## config.mk

```make
export PLATFORM = sky130hd
export DESIGN_NAME = tmexu_res_buf
export DESIGN_NICKNAME = d
export VERILOG_FILES = /design/src/design/tmexu_pkg.sv /design/src/design/tmexu_res_buf.sv
export SDC_FILE = /design/constraint.sdc
export NUM_CORES = 1
export LEC_CHECK = 0
export BUFFER_PORTS_ARGS = -buffer_cell sky130_fd_sc_hd__buf_2
export CAP_MARGIN = 15
export CELL_PAD_IN_SITES_DETAIL_PLACEMENT = 1
export CELL_PAD_IN_SITES_GLOBAL_PLACEMENT = 2
export CORE_MARGIN = 5
export CORE_UTILIZATION = 31
export DETAILED_ROUTE_END_ITERATION = 16
export GPL_ROUTABILITY_DRIVEN = 0
export PLACE_DENSITY_LB_ADDON = 0.1
export SYNTH_ARGS = -nofsm -noshare
export SYNTH_HDL_FRONTEND = slang
export SYNTH_SLANG_ARGS = --single-unit
```

## constraint.sdc

```tcl
create_clock -name clk -period 8.45 [get_ports clk]
set_input_delay 0.4225 -clock clk [delete_from_list [all_inputs] [get_ports clk]]
set_output_delay 0.4225 -clock clk [all_outputs]
set_load 0.02 [all_outputs]
```

## src/design/tmexu_pkg.sv

```systemverilog
package tmexu_pkg;

    localparam int TAPE_CELLS_DEFAULT = 32768;

    localparam int OP_W       = 3;
    localparam int COUNT_W    = 16;
    localparam int INDEX_W    = 16;
    localparam int BYTE_W     = 8;
    localparam int ERR_W      = 2;
    localparam int DPTR_W     = 15;
    localparam int LIMIT_W    = 16;
    localparam int CFG_INDEX_W = 1;
    localparam int CFG_DATA_W  = 16;

    // wide enough for pointer + count and for a tape depth of 65536
    localparam int EXT_W = 17;

    localparam logic [LIMIT_W-1:0] LIMIT_RESET = 16'd30000;
    localparam logic [BYTE_W-1:0]  EOI_RESET   = 8'd0;

    localparam logic [CFG_INDEX_W-1:0] CFG_POINTER_LIMIT = 1'b0;
    localparam logic [CFG_INDEX_W-1:0] CFG_EOI_VALUE     = 1'b1;

    typedef enum logic [OP_W-1:0] {
        OP_FWD        = 3'd0,
        OP_BACK       = 3'd1,
        OP_ADD        = 3'd2,
        OP_SUB        = 3'd3,
        OP_WRITE      = 3'd4,
        OP_READ       = 3'd5,
        OP_LOOP_START = 3'd6,
        OP_LOOP_END   = 3'd7
    } op_t;

    typedef enum logic [ERR_W-1:0] {
        ERR_NONE       = 2'd0,
        ERR_BELOW_ZERO = 2'd1,
        ERR_LIMIT      = 2'd2
    } err_t;

    typedef struct packed {
        logic [INDEX_W-1:0] next_index;
        err_t               error_code;
        logic [BYTE_W-1:0]  emit_byte;
        logic [COUNT_W-1:0] emit_repeat;
        logic [DPTR_W-1:0]  data_pointer;
        logic [BYTE_W-1:0]  cell_value;
    } result_t;

endpackage

```

## src/design/tmexu_res_buf.sv

```systemverilog
module tmexu_res_buf import tmexu_pkg::*;
(
    input  logic    clk,
    input  logic    rst_n,
    input  logic    push,
    input  result_t push_data,
    input  logic    pop,
    output logic    valid,
    output result_t data,
    output logic    full
);

    result_t    entry_reg [2];
    logic       wr_ptr_reg;
    logic       rd_ptr_reg;
    logic [1:0] level_reg;
    logic [1:0] level_next;

    assign valid = (level_reg != 2'd0);
    assign full  = (level_reg == 2'd2);
    assign data  = entry_reg[rd_ptr_reg];

    always_comb
    begin
        level_next = level_reg;
        if (push && !pop)
        begin
            level_next = level_reg + 2'd1;
        end
        else if (pop && !push)
        begin
            level_next = level_reg - 2'd1;
        end
    end

    always_ff @(posedge clk or negedge rst_n)
    begin
        if (!rst_n)
        begin
            wr_ptr_reg <= 1'b0;
            rd_ptr_reg <= 1'b0;
            level_reg  <= 2'd0;
        end
        else
        begin
            if (push)
            begin
                wr_ptr_reg <= ~wr_ptr_reg;
            end
            if (pop)
            begin
                rd_ptr_reg <= ~rd_ptr_reg;
            end
            level_reg <= level_next;
        end
    end

    always_ff @(posedge clk)
    begin
        if (push)
        begin
            entry_reg[wr_ptr_reg] <= push_data;
        end
    end

endmodule

```

==> impl_metrics.tcl <==
set metrics [dict create \
    outcome "completed" \
    synth_nets 288 \
    layout.nets 438 \
    path_cells "buf_4, mux2_2, buf_2" \
    cts_tree "yes" \
    placementRows 46 \
    yosys_warnings 0 \
    fillCellCount 1604 \
    first_pass_iters 3 \
    die_h_um 138 \
    slew_headroom_pct 37.2 \
    drv_slew 0 \
    endpoint_kind "output port" \
    hold_class "primary input to flip-flop" \
    crit_family "buffers and inverters" \
    hold_viol_final 0 \
    fin_crit_sh_pct 33.7 \
    p_per_area_nw_per_um2 357 \
    rsz0062_at_grt "false" \
    drc 0 \
    skew_ns 0.0151 \
    hpwl_um 6290 \
    wl_um 9810 \
    crit_path_end "data[60]" \
    diodes 0 \
    wire_per_inst_um 16.4 \
    cts_buffers 17 \
    post-route-min-period_ns 2.85 \
    h-tree-depth 4 \
    tightest_slew_ns 0.942 \
    cp_slowest_cell "dfrtp_4" \
    cts_setup_buffers 0 \
    synth.cell_area_um2 5040 \
    track_usage_pct 10.7 \
    top_level_ports 136 \
    ir_drop_uv 174 \
    ys_seq_area_share_pct 79.4 \
    die_area_um2 18900 \
    area_growth_pct 28.6 \
    cts_buffer_depth 2 \
    antenna_found_initial 2 \
    vias 2505 \
    grt_pass1_wl_um 14700 \
    layout-drive-gt1-share_pct 60.9 \
    start_kind "flip-flop" \
    r2r_setup_slack_ns 6.37 \
    worst-path-buf-inv 2 \
    worstPathArrival_ns 2.43 \
    final_antenna_net_count 0 \
    largest_register_ffs 130 \
    fmaxAchievable_ghz 0.351 \
    chipWidth_um 138 \
    path_max_fanout 40 \
    cp.required_ns 8.03 \
    critPathKind "flip-flop to output port" \
    clkLatencyLatePin_ns 0.41 \
    reg2reg_to "entry_reg[0][43]" \
    cts_sinks 134 \
    initial_core_util_pct 31.6 \
    setup_viol 0 \
    cp-startpoint "rd_ptr_reg" \
    port_buffers 135 \
    viasPerCell 4.20 \
    synth_cell_types 14 \
    overflow 0 \
    cap_violations 0 \
    hold_slack_ns 0.193 \
    final_common_cell "buf_2" \
    root_buffer "clkbuf_16" \
    worst-path-stages 3 \
    netlist_instances 218 \
    power.leakage_uw 0.00254 \
    grt_max_degree 66 \
    timing.rr.start "wr_ptr_reg" \
    synth_area_per_cell_um2 23.1 \
    reg2regPathDepth 2 \
    ys_seq_elements 134 \
    drt_iter0_markers 90 \
    core_um2 15900 \
    setup_tns_ns 0 \
    final_cell_mix "135 x buf_2, 130 x edfxtp_1, 40 x mux2_4" \
    grt_pass1_vias 2857 \
    path_clk_slew_ns 0.06 \
    fin_util_pct 40.7 \
    crit_path_max_incr_delay_ns 0.76 \
]
## synth_stat cells, drive strengths merged
master | number | share of area (%)
mux2 | 65 | 17
nor2b | 2 | 0.25
and2 | 1 | 0.12
xor2 | 4 | 0.69
dfrtp | 4 | 2.0
inv | 1 | 0.074
xnor2 | 1 | 0.17
or2 | 1 | 0.12
buf | 7 | 1.3
ha | 1 | 0.25
edfxtp | 130 | 77
nor2 | 1 | 0.074
## report_power, final
part | total [uW] | internal (uW) | leakage [uW] | switching (uW)
Sequential | 953 | 886 | 0.00127 | 67.2
Clock | 656 | 399 | 0.000251 | 257
Combinational | 704 | 308 | 0.00102 | 397
## worst min-delay path by stage
stage,startpoint,end,slack [ns],cells after the start
2_1_floorplan,rst_n,level_reg[0],0.13,0
3_3_place_gp,rst_n,level_reg[1],0.24,1
3_5_place_dp,rst_n,level_reg[1],0.24,1
4_1_cts,push_data[0],entry_reg[0][0],0.16,1
5_1_grt,push_data[0],entry_reg[0][0],0.16,1
6_report,push_data[16],entry_reg[1][16],0.19,1
## timing repair
item	CTS	global route
resized for setup	0	0
hold buffers	1	0
hold endpoints to repair	4	0
## cell families (layout without fill, tap and decap cells)
family	count (synthesis)	after routing	share of synthesized area (%)
DFF	134	134	79.4
muxes	65	65	17.5
buffers and inverters	8	171	1.39
xor gates and xnor gates	5	5	0.869
and+or+nand+nor	5	5	0.571
adders and majority gates	1	1	0.248
## metrics by stage
| step | worst slack, ns | std cells | power (uW) | instance area (um2) |
|---|---|---|---|---|
| after floorplan | 4.66 | 218 | 1490 | 5040 |
| after global placement | 5.98 | 564 | 1690 | 5950 |
| after detailed placement | 5.98 | 564 | 1700 | 5950 |
| after CTS | 5.52 | 597 | 2370 | 6480 |
| after global routing | 5.46 | 597 | 2430 | 6480 |
| final | 5.60 | 597 | 2310 | 6480 |
## worst reg2reg max path, cell delays in order (launching register included)
cell and delay, ns:
dfrtp_1 0.42, nor2b_4 0.60, buf_4 0.63
## cell type report
class                   instances  area (um2)  share of cell area [%]
multi-input cells              76         977                    15.1
inverters                       1        3.75                  0.0579
clock buffers                  21         440                    6.79
flip-flops and latches        134        4010                    61.8
repair buffers                138         701                    10.8
clock inverters                11        85.1                    1.31
well taps                     216         270                    4.17
## layer usage
metal	wire, um	share of wire (%)	track usage (%)	vias up
met5	27	0.28	0	-
met4	163	1.7	5.32	4
met3	981	10	5.77	14
met2	4490	46	16.4	95
met1	4140	42	12.2	1235
li1	-	-	-	1157
(Power assumes the default switching activity.)
